$ cat config.mk
export PLATFORM = sky130hd
export DESIGN_NAME = door_lock_password_controller_flat
export DESIGN_NICKNAME = d
export VERILOG_FILES = /design/src/design/dlpc_pkg.sv /design/src/design/dlpc_req_if.sv /design/src/design/dlpc_rsp_if.sv /design/src/design/dlpc_core.sv /design/src/design/dlpc_fifo.sv /design/src/design/door_lock_password_controller.sv /design/src/flat_wrapper.sv
export SDC_FILE = /design/constraint.sdc
export NUM_CORES = 1
export LEC_CHECK = 0
export CAP_MARGIN = 20
export CORE_MARGIN = 5
export CORE_UTILIZATION = 50
export DETAILED_ROUTE_END_ITERATION = 6
export DONT_BUFFER_PORTS = 1
export HOLD_SLACK_MARGIN = 0.12
export SLEW_MARGIN = 20
export SYNTH_ARGS = -nofsm -noshare
export SYNTH_HDL_FRONTEND = slang
export SYNTH_SLANG_ARGS = --single-unit
$ cat constraint.sdc
create_clock -name clock -period 10.4 [get_ports clock]
set_clock_uncertainty 0.1 [all_clocks]
set_input_delay 0 -clock clock [delete_from_list [all_inputs] [get_ports clock]]
set_output_delay 0 -clock clock [all_outputs]
set_load 0.02 [all_outputs]
$ cat src/design/dlpc_pkg.sv
// ----------------------------------------------------------------------------
// Door lock controller package
// Shared status codes, configuration and result word types.
// ----------------------------------------------------------------------------
package dlpc_pkg;

   localparam int CSR_DATA_W = 8;
   localparam int CSR_IDX_W  = 3;

   localparam logic [CSR_IDX_W-1:0] CSR_UNLOCK_SECONDS = 3'd0;
   localparam logic [CSR_IDX_W-1:0] CSR_HOLD_SECONDS   = 3'd1;
   localparam logic [CSR_IDX_W-1:0] CSR_LOCK_SECONDS   = 3'd2;
   localparam logic [CSR_IDX_W-1:0] CSR_ALARM_SECONDS  = 3'd3;
   localparam logic [CSR_IDX_W-1:0] CSR_MAX_ATTEMPTS   = 3'd4;

   localparam logic [7:0] C_READY      = 8'h10;
   localparam logic [7:0] C_SAVED      = 8'h30;
   localparam logic [7:0] C_NOT_SAVED  = 8'h40;
   localparam logic [7:0] C_MATCHED    = 8'h50;
   localparam logic [7:0] C_NOT_MATCH  = 8'h60;
   localparam logic [7:0] C_OPEN       = 8'h80;
   localparam logic [7:0] C_CHANGE     = 8'h81;
   localparam logic [7:0] C_MENU       = 8'h90;
   localparam logic [7:0] C_LOCKING    = 8'h91;
   localparam logic [7:0] C_OPENED     = 8'h92;
   localparam logic [7:0] C_UNLOCKING  = 8'h93;
   localparam logic [7:0] C_EXISTS     = 8'h94;
   localparam logic [7:0] C_NOT_EXISTS = 8'h95;
   localparam logic [7:0] C_ALARM      = 8'h96;

   localparam logic [1:0] MOTOR_STOP = 2'd0;
   localparam logic [1:0] MOTOR_CW   = 2'd1;
   localparam logic [1:0] MOTOR_ACW  = 2'd2;

   localparam int FIFO_DEPTH = 4;
   localparam int FIFO_PTR_W = 2;
   localparam int FIFO_LVL_W = 3;

   typedef struct packed {
      logic [7:0] unlock_seconds;
      logic [7:0] hold_seconds;
      logic [7:0] lock_seconds;
      logic [7:0] alarm_seconds;
      logic [2:0] max_attempts;
   } cfg_type;

   typedef struct packed {
      logic [7:0] tx_byte;
      logic [1:0] motor_drive;
      logic       buzzer_active;
      logic       last;
   } rsp_word_type;

   typedef struct packed {
      logic [1:0]   count;
      rsp_word_type word0;
      rsp_word_type word1;
   } core_res_type;

endpackage

$ cat src/design/dlpc_req_if.sv
// ----------------------------------------------------------------------------
// Request channel
// Link bytes and one-second ticks into the lock controller.
// ----------------------------------------------------------------------------
interface dlpc_req_if;
   logic       valid;
   logic       ready;
   logic       cmd;
   logic [7:0] rx_byte;

   modport source (output valid, output cmd, output rx_byte, input ready);
   modport sink   (input valid, input cmd, input rx_byte, output ready);
endinterface

$ cat src/design/dlpc_rsp_if.sv
// ----------------------------------------------------------------------------
// Response channel
// Status words from the lock controller.
// ----------------------------------------------------------------------------
interface dlpc_rsp_if;
   logic       valid;
   logic       ready;
   logic [7:0] tx_byte;
   logic [1:0] motor_drive;
   logic       buzzer_active;
   logic       last;

   modport source (output valid, output tx_byte, output motor_drive, output buzzer_active,
                   output last, input ready);
   modport sink   (input valid, input tx_byte, input motor_drive, input buzzer_active,
                   input last, output ready);
endinterface

$ cat src/design/dlpc_core.sv
// ----------------------------------------------------------------------------
// Lock controller core
// Phase machine, password store, attempt and tick counters.
// ----------------------------------------------------------------------------
module dlpc_core #(
   parameter int PASS_LEN = 5
) (
   input  logic                  clock,
   input  logic                  reset,
   input  logic                  advance,
   input  logic                  in_cmd,
   input  logic [7:0]            in_byte,
   input  dlpc_pkg::cfg_type     cfg,
   output dlpc_pkg::core_res_type res
);

   localparam int CNT_W = $clog2(PASS_LEN + 1);
   localparam int IDX_W = (PASS_LEN > 1) ? $clog2(PASS_LEN) : 1;

   localparam logic [3:0] PH_START    = 4'd0;
   localparam logic [3:0] PH_NEW1_RDY = 4'd1;
   localparam logic [3:0] PH_NEW1     = 4'd2;
   localparam logic [3:0] PH_NEW2_RDY = 4'd3;
   localparam logic [3:0] PH_NEW2     = 4'd4;
   localparam logic [3:0] PH_MENU     = 4'd5;
   localparam logic [3:0] PH_CHK_RDY  = 4'd6;
   localparam logic [3:0] PH_CHK      = 4'd7;
   localparam logic [3:0] PH_UNLOCK   = 4'd8;
   localparam logic [3:0] PH_HOLD     = 4'd9;
   localparam logic [3:0] PH_LOCK     = 4'd10;
   localparam logic [3:0] PH_ALARM    = 4'd11;

   logic [3:0]       phase_ff, phase_in;
   logic [7:0]       pw_ff [PASS_LEN];
   logic             pw_valid_ff, pw_valid_in;
   logic [CNT_W-1:0] byte_index_ff, byte_index_in;
   logic             mismatch_ff, mismatch_in;
   logic [2:0]       fail_ff, fail_in;
   logic [7:0]       tick_ff, tick_in;
   logic             open_req_ff, open_req_in;
   logic [1:0]       motor_ff, motor_in;
   logic             buzzer_ff, buzzer_in;

   logic             pw_we;
   logic             first_old_motor;
   logic [7:0]       tick_inc;
   logic [CNT_W-1:0] idx_inc;
   logic             mism;
   logic [2:0]       fail_inc;
   logic [7:0]       tx0, tx1;
   logic [1:0]       n_res;
   logic [7:0]       pw_rd;

   assign tick_inc = tick_ff + 8'd1;
   assign idx_inc  = byte_index_ff + CNT_W'(1);
   assign pw_rd    = pw_ff[byte_index_ff[IDX_W-1:0]];
   assign mism     = mismatch_ff | (pw_rd != in_byte);
   assign fail_inc = (fail_ff != 3'd7) ? fail_ff + 3'd1 : fail_ff;

   always_comb begin
      phase_in        = phase_ff;
      pw_valid_in     = pw_valid_ff;
      byte_index_in   = byte_index_ff;
      mismatch_in     = mismatch_ff;
      fail_in         = fail_ff;
      tick_in         = tick_ff;
      open_req_in     = open_req_ff;
      motor_in        = motor_ff;
      buzzer_in       = buzzer_ff;
      pw_we           = 1'b0;
      first_old_motor = 1'b0;
      n_res           = 2'd0;
      tx0             = 8'h00;
      tx1             = 8'h00;
      if (in_cmd) begin
         case (phase_ff)
            PH_UNLOCK: begin
               if (tick_inc == cfg.unlock_seconds) begin
                  motor_in = dlpc_pkg::MOTOR_STOP;
                  tick_in  = 8'd0;
                  phase_in = PH_HOLD;
                  n_res    = 2'd1;
                  tx0      = dlpc_pkg::C_OPENED;
               end else begin
                  tick_in = tick_inc;
               end
            end
            PH_HOLD: begin
               if (tick_inc == cfg.hold_seconds) begin
                  motor_in = dlpc_pkg::MOTOR_ACW;
                  tick_in  = 8'd0;
                  phase_in = PH_LOCK;
                  n_res    = 2'd1;
                  tx0      = dlpc_pkg::C_LOCKING;
               end else begin
                  tick_in = tick_inc;
               end
            end
            PH_LOCK: begin
               if (tick_inc == cfg.lock_seconds) begin
                  motor_in = dlpc_pkg::MOTOR_STOP;
                  tick_in  = 8'd0;
                  phase_in = PH_MENU;
                  n_res    = 2'd1;
                  tx0      = dlpc_pkg::C_MENU;
               end else begin
                  tick_in = tick_inc;
               end
            end
            PH_ALARM: begin
               if (tick_inc == cfg.alarm_seconds) begin
                  buzzer_in = 1'b0;
                  tick_in   = 8'd0;
                  phase_in  = PH_MENU;
                  n_res     = 2'd1;
                  tx0       = dlpc_pkg::C_MENU;
               end else begin
                  tick_in = tick_inc;
               end
            end
            default: begin
            end
         endcase
      end else begin
         case (phase_ff)
            PH_NEW1_RDY, PH_NEW2_RDY, PH_CHK_RDY: begin
               if (in_byte == dlpc_pkg::C_READY) begin
                  byte_index_in = '0;
                  mismatch_in   = 1'b0;
                  phase_in      = phase_ff + 4'd1;
               end
            end
            PH_NEW1: begin
               pw_we         = 1'b1;
               byte_index_in = idx_inc;
               if (idx_inc == CNT_W'(PASS_LEN)) begin
                  phase_in = PH_NEW2_RDY;
               end
            end
            PH_NEW2, PH_CHK: begin
               if (idx_inc != CNT_W'(PASS_LEN)) begin
                  byte_index_in = idx_inc;
                  mismatch_in   = mism;
               end else begin
                  byte_index_in = '0;
                  mismatch_in   = 1'b0;
                  if (phase_ff == PH_NEW2) begin
                     if (mism) begin
                        phase_in = PH_NEW1_RDY;
                        n_res    = 2'd1;
                        tx0      = dlpc_pkg::C_NOT_SAVED;
                     end else begin
                        pw_valid_in = 1'b1;
                        phase_in    = PH_MENU;
                        n_res       = 2'd2;
                        tx0         = dlpc_pkg::C_SAVED;
                        tx1         = dlpc_pkg::C_MENU;
                     end
                  end else if (!mism) begin
                     tx0 = dlpc_pkg::C_MATCHED;
                     if (open_req_ff) begin
                        first_old_motor = 1'b1;
                        motor_in        = dlpc_pkg::MOTOR_CW;
                        tick_in         = 8'd0;
                        phase_in        = PH_UNLOCK;
                        n_res           = 2'd2;
                        tx1             = dlpc_pkg::C_UNLOCKING;
                     end else begin
                        phase_in = PH_NEW1_RDY;
                        n_res    = 2'd1;
                     end
                  end else begin
                     fail_in = fail_inc;
                     n_res   = 2'd1;
                     if (fail_inc < cfg.max_attempts) begin
                        phase_in = PH_CHK_RDY;
                        tx0      = dlpc_pkg::C_NOT_MATCH;
                     end else begin
                        buzzer_in = 1'b1;
                        tick_in   = 8'd0;
                        phase_in  = PH_ALARM;
                        tx0       = dlpc_pkg::C_ALARM;
                     end
                  end
               end
            end
            PH_MENU: begin
               if (in_byte == dlpc_pkg::C_OPEN || in_byte == dlpc_pkg::C_CHANGE) begin
                  open_req_in = (in_byte == dlpc_pkg::C_OPEN);
                  fail_in     = 3'd0;
                  phase_in    = PH_CHK_RDY;
               end else begin
                  n_res = 2'd1;
                  tx0   = dlpc_pkg::C_MENU;
               end
            end
            PH_UNLOCK, PH_HOLD, PH_LOCK, PH_ALARM: begin
            end
            default: begin
               if (in_byte == dlpc_pkg::C_READY) begin
                  if (pw_valid_ff) begin
                     phase_in = PH_MENU;
                     n_res    = 2'd2;
                     tx0      = dlpc_pkg::C_EXISTS;
                     tx1      = dlpc_pkg::C_MENU;
                  end else begin
                     phase_in = PH_NEW1_RDY;
                     n_res    = 2'd1;
                     tx0      = dlpc_pkg::C_NOT_EXISTS;
                  end
               end else begin
                  phase_in = PH_START;
               end
            end
         endcase
      end
   end

   always_comb begin
      res.count               = n_res;
      res.word0.tx_byte       = tx0;
      res.word0.motor_drive   = first_old_motor ? motor_ff : motor_in;
      res.word0.buzzer_active = buzzer_in;
      res.word0.last          = (n_res == 2'd1);
      res.word1.tx_byte       = tx1;
      res.word1.motor_drive   = motor_in;
      res.word1.buzzer_active = buzzer_in;
      res.word1.last          = 1'b1;
   end

   always_ff @(posedge clock) begin
      if (reset) begin
         phase_ff      <= PH_START;
         pw_valid_ff   <= 1'b0;
         byte_index_ff <= '0;
         mismatch_ff   <= 1'b0;
         fail_ff       <= 3'd0;
         tick_ff       <= 8'd0;
         open_req_ff   <= 1'b0;
         motor_ff      <= dlpc_pkg::MOTOR_STOP;
         buzzer_ff     <= 1'b0;
      end else if (advance) begin
         phase_ff      <= phase_in;
         pw_valid_ff   <= pw_valid_in;
         byte_index_ff <= byte_index_in;
         mismatch_ff   <= mismatch_in;
         fail_ff       <= fail_in;
         tick_ff       <= tick_in;
         open_req_ff   <= open_req_in;
         motor_ff      <= motor_in;
         buzzer_ff     <= buzzer_in;
      end
   end

   always_ff @(posedge clock) begin
      if (advance && pw_we) begin
         pw_ff[byte_index_ff[IDX_W-1:0]] <= in_byte;
      end
   end

endmodule

$ cat src/design/dlpc_fifo.sv
// ----------------------------------------------------------------------------
// Response queue
// Four-word queue; takes up to two words a cycle, gives one.
// ----------------------------------------------------------------------------
module dlpc_fifo (
   input  logic                                clock,
   input  logic                                reset,
   input  logic [1:0]                          push_count,
   input  dlpc_pkg::rsp_word_type              push_word0,
   input  dlpc_pkg::rsp_word_type              push_word1,
   input  logic                                pop,
   output dlpc_pkg::rsp_word_type              head,
   output logic [dlpc_pkg::FIFO_LVL_W-1:0]     level
);

   dlpc_pkg::rsp_word_type                 mem_ff [dlpc_pkg::FIFO_DEPTH];
   logic [dlpc_pkg::FIFO_PTR_W-1:0]        wr_ptr_ff, wr_ptr_in;
   logic [dlpc_pkg::FIFO_PTR_W-1:0]        rd_ptr_ff, rd_ptr_in;
   logic [dlpc_pkg::FIFO_LVL_W-1:0]        level_ff, level_in;
   logic [dlpc_pkg::FIFO_PTR_W-1:0]        wr_ptr_nxt;

   assign wr_ptr_nxt = wr_ptr_ff + dlpc_pkg::FIFO_PTR_W'(1);
   assign wr_ptr_in  = wr_ptr_ff + dlpc_pkg::FIFO_PTR_W'(push_count);
   assign rd_ptr_in  = rd_ptr_ff + dlpc_pkg::FIFO_PTR_W'(pop);
   assign level_in   = level_ff + dlpc_pkg::FIFO_LVL_W'(push_count)
                       - dlpc_pkg::FIFO_LVL_W'(pop);
   assign head       = mem_ff[rd_ptr_ff];
   assign level      = level_ff;

   always_ff @(posedge clock) begin
      if (reset) begin
         wr_ptr_ff <= '0;
         rd_ptr_ff <= '0;
         level_ff  <= '0;
      end else begin
         wr_ptr_ff <= wr_ptr_in;
         rd_ptr_ff <= rd_ptr_in;
         level_ff  <= level_in;
      end
   end

   always_ff @(posedge clock) begin
      if (push_count != 2'd0) begin
         mem_ff[wr_ptr_ff] <= push_word0;
      end
      if (push_count == 2'd2) begin
         mem_ff[wr_ptr_nxt] <= push_word1;
      end
   end

endmodule

$ cat src/design/door_lock_password_controller.sv
// ----------------------------------------------------------------------------
// Door lock password controller
// Password set-up, check, door open sequence and alarm, driven by link bytes
// and one-second ticks.
// ----------------------------------------------------------------------------
// Usage:
//  req_chan carries one word per event: cmd 0 with rx_byte for a received
//  link byte, cmd 1 for a one-second tick. rsp_chan returns status words
//  (tx_byte, motor_drive, buzzer_active); last marks the final word of an event.
//  An event gives none, one or two words.
//  An accepted word is held in the input word register; when the core advances,
//  its response words are written into the response queue and offered from there.
//  Throughput: one event per cycle while the four-word response queue has
//  room for two words; a two-word event takes two queue entries, which leave
//  one word at a time, so sustained rate is set by the queue drain.
//  When rsp_chan stalls the queue fills and req_chan.ready drops once the
//  held event can no longer be placed; nothing is dropped.
//  Reset (synchronous): phase returns to waiting for a ready byte, counters,
//  motor and buzzer clear, registers take their defaults (15, 3, 15, 60, 3).
//  The stored password is not cleared; it is only read after being written.
//  csr_* registers are to be written only when the block is idle; the block itself does not enforce this.
// ----------------------------------------------------------------------------
module door_lock_password_controller #(
   parameter int PASS_LEN = 5
) (
   input  logic                             clock,
   input  logic                             reset,
   dlpc_req_if.sink                         req_chan,
   dlpc_rsp_if.source                       rsp_chan,
   input  logic                             csr_write_enable,
   input  logic [dlpc_pkg::CSR_IDX_W-1:0]   csr_index,
   input  logic [dlpc_pkg::CSR_DATA_W-1:0]  csr_write_data
);

   dlpc_pkg::cfg_type                   cfg_ff, cfg_in;
   logic                                in_valid_ff, in_valid_in;
   logic                                in_cmd_ff;
   logic [7:0]                          in_byte_ff;
   logic                                advance;
   logic                                accept;
   dlpc_pkg::core_res_type              res;
   dlpc_pkg::rsp_word_type              head;
   logic [dlpc_pkg::FIFO_LVL_W-1:0]     level;
   logic [1:0]                          push_count;

   always_comb begin
      cfg_in = cfg_ff;
      if (csr_write_enable) begin
         case (csr_index)
            dlpc_pkg::CSR_UNLOCK_SECONDS: cfg_in.unlock_seconds = csr_write_data;
            dlpc_pkg::CSR_HOLD_SECONDS:   cfg_in.hold_seconds   = csr_write_data;
            dlpc_pkg::CSR_LOCK_SECONDS:   cfg_in.lock_seconds   = csr_write_data;
            dlpc_pkg::CSR_ALARM_SECONDS:  cfg_in.alarm_seconds  = csr_write_data;
            dlpc_pkg::CSR_MAX_ATTEMPTS:   cfg_in.max_attempts   = csr_write_data[2:0];
            default: begin
            end
         endcase
      end
   end

   always_ff @(posedge clock) begin
      if (reset) begin
         cfg_ff.unlock_seconds <= 8'd15;
         cfg_ff.hold_seconds   <= 8'd3;
         cfg_ff.lock_seconds   <= 8'd15;
         cfg_ff.alarm_seconds  <= 8'd60;
         cfg_ff.max_attempts   <= 3'd3;
      end else begin
         cfg_ff <= cfg_in;
      end
   end

   // input word register
   assign advance        = in_valid_ff && (level <= dlpc_pkg::FIFO_LVL_W'(2));
   assign req_chan.ready = !in_valid_ff || advance;
   assign accept         = req_chan.valid && req_chan.ready;
   assign in_valid_in    = accept || (in_valid_ff && !advance);

   always_ff @(posedge clock) begin
      if (reset) begin
         in_valid_ff <= 1'b0;
      end else begin
         in_valid_ff <= in_valid_in;
      end
   end

   always_ff @(posedge clock) begin
      if (accept) begin
         in_cmd_ff  <= req_chan.cmd;
         in_byte_ff <= req_chan.rx_byte;
      end
   end

   dlpc_core #(
      .PASS_LEN (PASS_LEN)
   ) u_core (
      .clock   (clock),
      .reset   (reset),
      .advance (advance),
      .in_cmd  (in_cmd_ff),
      .in_byte (in_byte_ff),
      .cfg     (cfg_ff),
      .res     (res)
   );

   assign push_count = advance ? res.count : 2'd0;

   dlpc_fifo u_fifo (
      .clock      (clock),
      .reset      (reset),
      .push_count (push_count),
      .push_word0 (res.word0),
      .push_word1 (res.word1),
      .pop        (rsp_chan.valid && rsp_chan.ready),
      .head       (head),
      .level      (level)
   );

   assign rsp_chan.valid         = (level != '0);
   assign rsp_chan.tx_byte       = head.tx_byte;
   assign rsp_chan.motor_drive   = head.motor_drive;
   assign rsp_chan.buzzer_active = head.buzzer_active;
   assign rsp_chan.last          = head.last;

`ifndef SYNTH
   a_level_bound: assert property (@(posedge clock) disable iff (reset)
      level <= dlpc_pkg::FIFO_LVL_W'(dlpc_pkg::FIFO_DEPTH))
      else $error("response queue overflow");

   a_last_marks: assert property (@(posedge clock) disable iff (reset)
      advance && res.count == 2'd2 |-> !res.word0.last && res.word1.last)
      else $error("last flag misplaced on two-word event");

   a_no_push_full: assert property (@(posedge clock) disable iff (reset)
      push_count != 2'd0 |=> level != '0)
      else $error("pushed word not visible");

   a_motor_buzzer: assert property (@(posedge clock) disable iff (reset)
      rsp_chan.valid |->
         !(rsp_chan.buzzer_active && rsp_chan.motor_drive != dlpc_pkg::MOTOR_STOP))
      else $error("motor driven while alarm sounds");
`endif

endmodule
$ cat src/flat_wrapper.sv
// flat-port wrapper written by rule: the top's interface ports become plain ports
module door_lock_password_controller_flat 
#(
   parameter int PASS_LEN = 5
)
  (clock, reset, csr_write_enable, csr_index, csr_write_data, req_chan_valid, req_chan_cmd, req_chan_rx_byte, req_chan_ready, rsp_chan_valid, rsp_chan_tx_byte, rsp_chan_motor_drive, rsp_chan_buzzer_active, rsp_chan_last, rsp_chan_ready);
  dlpc_req_if req_chan_i ();
  dlpc_rsp_if rsp_chan_i ();
  input  logic clock;
  input  logic reset;
  input  logic csr_write_enable;
  input  logic [dlpc_pkg::CSR_IDX_W-1:0] csr_index;
  input  logic [dlpc_pkg::CSR_DATA_W-1:0] csr_write_data;
  input wire logic [$bits(req_chan_i.valid)-1:0] req_chan_valid;
  input wire logic [$bits(req_chan_i.cmd)-1:0] req_chan_cmd;
  input wire logic [$bits(req_chan_i.rx_byte)-1:0] req_chan_rx_byte;
  output wire logic [$bits(req_chan_i.ready)-1:0] req_chan_ready;
  output wire logic [$bits(rsp_chan_i.valid)-1:0] rsp_chan_valid;
  output wire logic [$bits(rsp_chan_i.tx_byte)-1:0] rsp_chan_tx_byte;
  output wire logic [$bits(rsp_chan_i.motor_drive)-1:0] rsp_chan_motor_drive;
  output wire logic [$bits(rsp_chan_i.buzzer_active)-1:0] rsp_chan_buzzer_active;
  output wire logic [$bits(rsp_chan_i.last)-1:0] rsp_chan_last;
  input wire logic [$bits(rsp_chan_i.ready)-1:0] rsp_chan_ready;
  assign req_chan_i.valid = req_chan_valid;
  assign req_chan_i.cmd = req_chan_cmd;
  assign req_chan_i.rx_byte = req_chan_rx_byte;
  assign req_chan_ready = req_chan_i.ready;
  assign rsp_chan_valid = rsp_chan_i.valid;
  assign rsp_chan_tx_byte = rsp_chan_i.tx_byte;
  assign rsp_chan_motor_drive = rsp_chan_i.motor_drive;
  assign rsp_chan_buzzer_active = rsp_chan_i.buzzer_active;
  assign rsp_chan_last = rsp_chan_i.last;
  assign rsp_chan_i.ready = rsp_chan_ready;
  door_lock_password_controller #(.PASS_LEN(PASS_LEN)) u_core (.clock(clock), .reset(reset), .req_chan(req_chan_i), .rsp_chan(rsp_chan_i), .csr_write_enable(csr_write_enable), .csr_index(csr_index), .csr_write_data(csr_write_data));
endmodule
==> out/summary.txt <==
status = finished, final reports clean
die area = 19,600 um2
register area share after synthesis = 47.9%
top area cells in the synthesized netlist = edfxtp_1 27%, dfxtp_1 20%, mux2i_1 4.7%, nand2_1 4.4%, mux4_2 4.0%
Port Buf Inserts = 0
CP max stage cell = dfxtp_1
Tot Pwr = 1590 uW
fin crit share = 45.3%
initial antenna violation count = 0
Yosys warning count = 0
HP Class = in2reg
DIE HEIGHT = 140 um
number of synthesized register bits = 163
Via density = 5.87
P_leak = 0.00347 uW
Vias = 6,371
worst path cell trace = mux4_2 -> mux2i_1 -> xnor2_1 -> nor4_2 -> nand2_2 -> o31ai_4 -> a31oi_2 -> inv_1 -> ha_1 -> inv_1 -> ha_1 -> inv_1 -> fa_1 -> nor2_1 -> dlygate4sd3_1
post-route antenna net violation count = 0
Post-DP Area = 8520 um2
Internal Power = 1200 uW
Post-CTS Resized = 0
Hold Crit Depth = 4
Total GRT Usage = 21.2%
Critical Path Stages = 15
crit end category = flop
final WL = 20,400 um
final setup fails = 0
switching share of power = 24.8%
most instantiated cells after synthesis = 99 x nand2_1, 86 x dfxtp_1, 77 x edfxtp_1
max_cap viols = 0
asr flop ratio synth = 0%
Critical Path Source Type = flop
TritonCTS clock tree = done
first-pass GRT wire length = 33,000 um
most common cell in the netlist = nand2_1
Fin. Hold Viols = 0
Yosys top cell by area = edfxtp_1
P&R area growth vs syn = 15.0%
GR Overflow Total = 0
DR pass1 iterations = 5
Comb pwr share = 12.1%
Worst Slack Setup Final = 5.69 ns
r2r worst-path depth = 15
WHS = 0.138 ns
Slew Viols, Final = 0
Synth Cell Area = 8430 um2
Root Buffer = clkbuf_16
core area = 16,600 um2
VDD IR max = 0.110 mV
total CTS buffers = 17
area share of the largest cell type after synthesis = 27.4%
cell row count = 47
WS Path Type = reg2reg
Final #Nets = 893
layout cells sized above 1 = 8.79%
top_reg_cell synth = dfxtp_1
crit-path max FO = 14
Longest Clk Path Bufs = 2
Mapped Cells = 824
Clock power frac = 42.5%
unrepaired setup endpoints after global routing = no
worst rel slew slack = 23.1%
H-tree depth = 4
largest net degree at the start of global routing = 48
DRC viols = 0
Post-synth EDFFs = 77
initial drt markers = 426
CTS Sinks = 163
CP endpoint = u_core.u_fifo.level[1]$_SDFF_PP0_
post-DP HPWL = 14,500 um
antenna diode count = 0
cell area after layout = 9690 um2
Slew @ Worst Pin = 1.15 ns
Worst Path Required = 10.61 ns
Placer Congestion = 0.925
Bufs and invs on worst path = 4
Die X = 140 um
initial core utilization = 50.8%
CP Data Arrival Time = 4.93 ns
# IOs = 39
Final TNS setup = 0 ns
FMAX = 212 MHz
syn_nets = 865
r2r setup slk = 5.69 ns
Post-CTS Repair Setup Buffers = 0
reg2reg end = u_core.u_fifo.level[1]$_SDFF_PP0_
clock insertion delay at the later pin of the skew report = 0.43 ns
vias in the first global route = 6,271
Synth Area per Inst = 10.2 um2
CTS Hold Bufs = 51
Psw = 395 uW
minimum clock period = 4.71 ns
Pwr Density = 164 nW/um2
Yosys cell types = 90
Largest stage delay, worst path = 0.77 ns
DP Worst Slack = 6.01 ns
Top cell by count, worst path = inv_1
Flop pwr share = 45.5%
wire length per cell = 18.8 um
clock-pin slew on the worst setup and hold paths = 0.06 ns
Largest delay share family, worst path = adder cells
==> cell type report <==
cell class / count / area, um2
Fill cell: 1416 / 6890
Clock buffer: 22 / 465
Inverter: 33 / 124
Timing Repair Buffer: 51 / 520
Clock inverter: 10 / 170
Tap cell: 220 / 275
Multi-Input combinational cell: 586 / 4100
Sequential cell: 163 / 4030
==> worst reg2reg max path: stages (launching register included) <==
cell	delay, ns
dfxtp_1	0.77
mux4_2	0.41
mux2i_1	0.17
xnor2_1	0.10
nor4_2	0.45
nand2_2	0.30
o31ai_4	0.37
a31oi_2	0.24
inv_1	0.15
ha_1	0.24
inv_1	0.06
ha_1	0.13
inv_1	0.05
fa_1	0.48
nor2_1	0.04
dlygate4sd3_1	0.55
==> layer usage <==
layer	up-vias	share of wire (%)	track usage [%]	wire [um]
li1	3031	-	-	-
met1	3046	42	26.6	8600
met2	235	49	34.8	10000
met3	59	5.6	4.80	1140
met4	0	3.3	9.84	671
met5	-	0	0	0
==> cell usage in the layout, fill, tap and decap left out, drive strengths merged, types with 5 or more instances in the layout <==
cell,n
and2,14
mux2i,40
inv,34
ha,15
a31oi,6
o22ai,6
dfxtp,86
dlygate4sd3,50
nand2,100
nand4,5
and3,11
o21ai,35
a21oi,50
o31ai,9
xor2,19
nand3,26
nor2,74
clkbuf,22
xnor2,36
nand2b,7
nor3,14
or3,8
mux4,15
nor2b,10
edfxtp,77
==> power by group through the flow <==
stage | Clock, uW | Combinational [uW] | Sequential, uW
floorplan | 0 | 155 | 716
global placement | 0 | 165 | 737
detailed placement | 0 | 168 | 738
CTS | 687 | 192 | 724
global route | 720 | 210 | 729
finish | 676 | 192 | 723
==> through the flow <==
stage | util [%] | std cells
6_report | 58.4 | 1085
5_1_grt | 58.4 | 1085
4_1_cts | 58.4 | 1085
3_5_place_dp | 51.4 | 1002
3_3_place_gp | 51.4 | 1002
2_1_floorplan | - | 824
==> cells by family after synthesis <==
| kind of cell | synth area share [%] |
|---|---|
| other cells | 0.0445 |
| simple gates | 17.0 |
| buf+inv | 3.68 |
| mux | 9.16 |
| flops | 47.9 |
| compound gates | 13.0 |
| xor+xnor | 6.78 |
| fa+ha+maj | 2.46 |
==> how the worst min path moves through the flow <==
stage | to | slack (ns) | startpoint
floorplan | u_core.in_byte_ff[0]$_DFFE_PP_ | -0.001 | req_chan_rx_byte[0]
global placement | u_core.in_valid_ff$_SDFF_PP0_ | -0.02 | reset
detailed placement | u_core.in_valid_ff$_SDFF_PP0_ | -0.02 | reset
CTS | u_core.cfg_ff[5]$_SDFFE_PP1P_ | 0.12 | csr_write_enable
global route | u_core.cfg_ff[5]$_SDFFE_PP1P_ | 0.16 | csr_write_enable
finish | u_core.cfg_ff[7]$_SDFFE_PP1P_ | 0.14 | csr_write_enable
==> state kept, by name, indices dropped and copies added (netlist names), 3 cells and up, named ones only <==
name                         flops
u_core.u_fifo.mem_ff            44
u_core.u_core.pw_ff             40
u_core.cfg_ff                   35
u_core.in_byte_ff                8
u_core.u_core.tick_ff            8
u_core.u_core.phase_ff           4
u_core.u_core.byte_index_ff      3
u_core.u_core.fail_ff            3
u_core.u_fifo.level              3
Power figures use the tool's default switching activity.
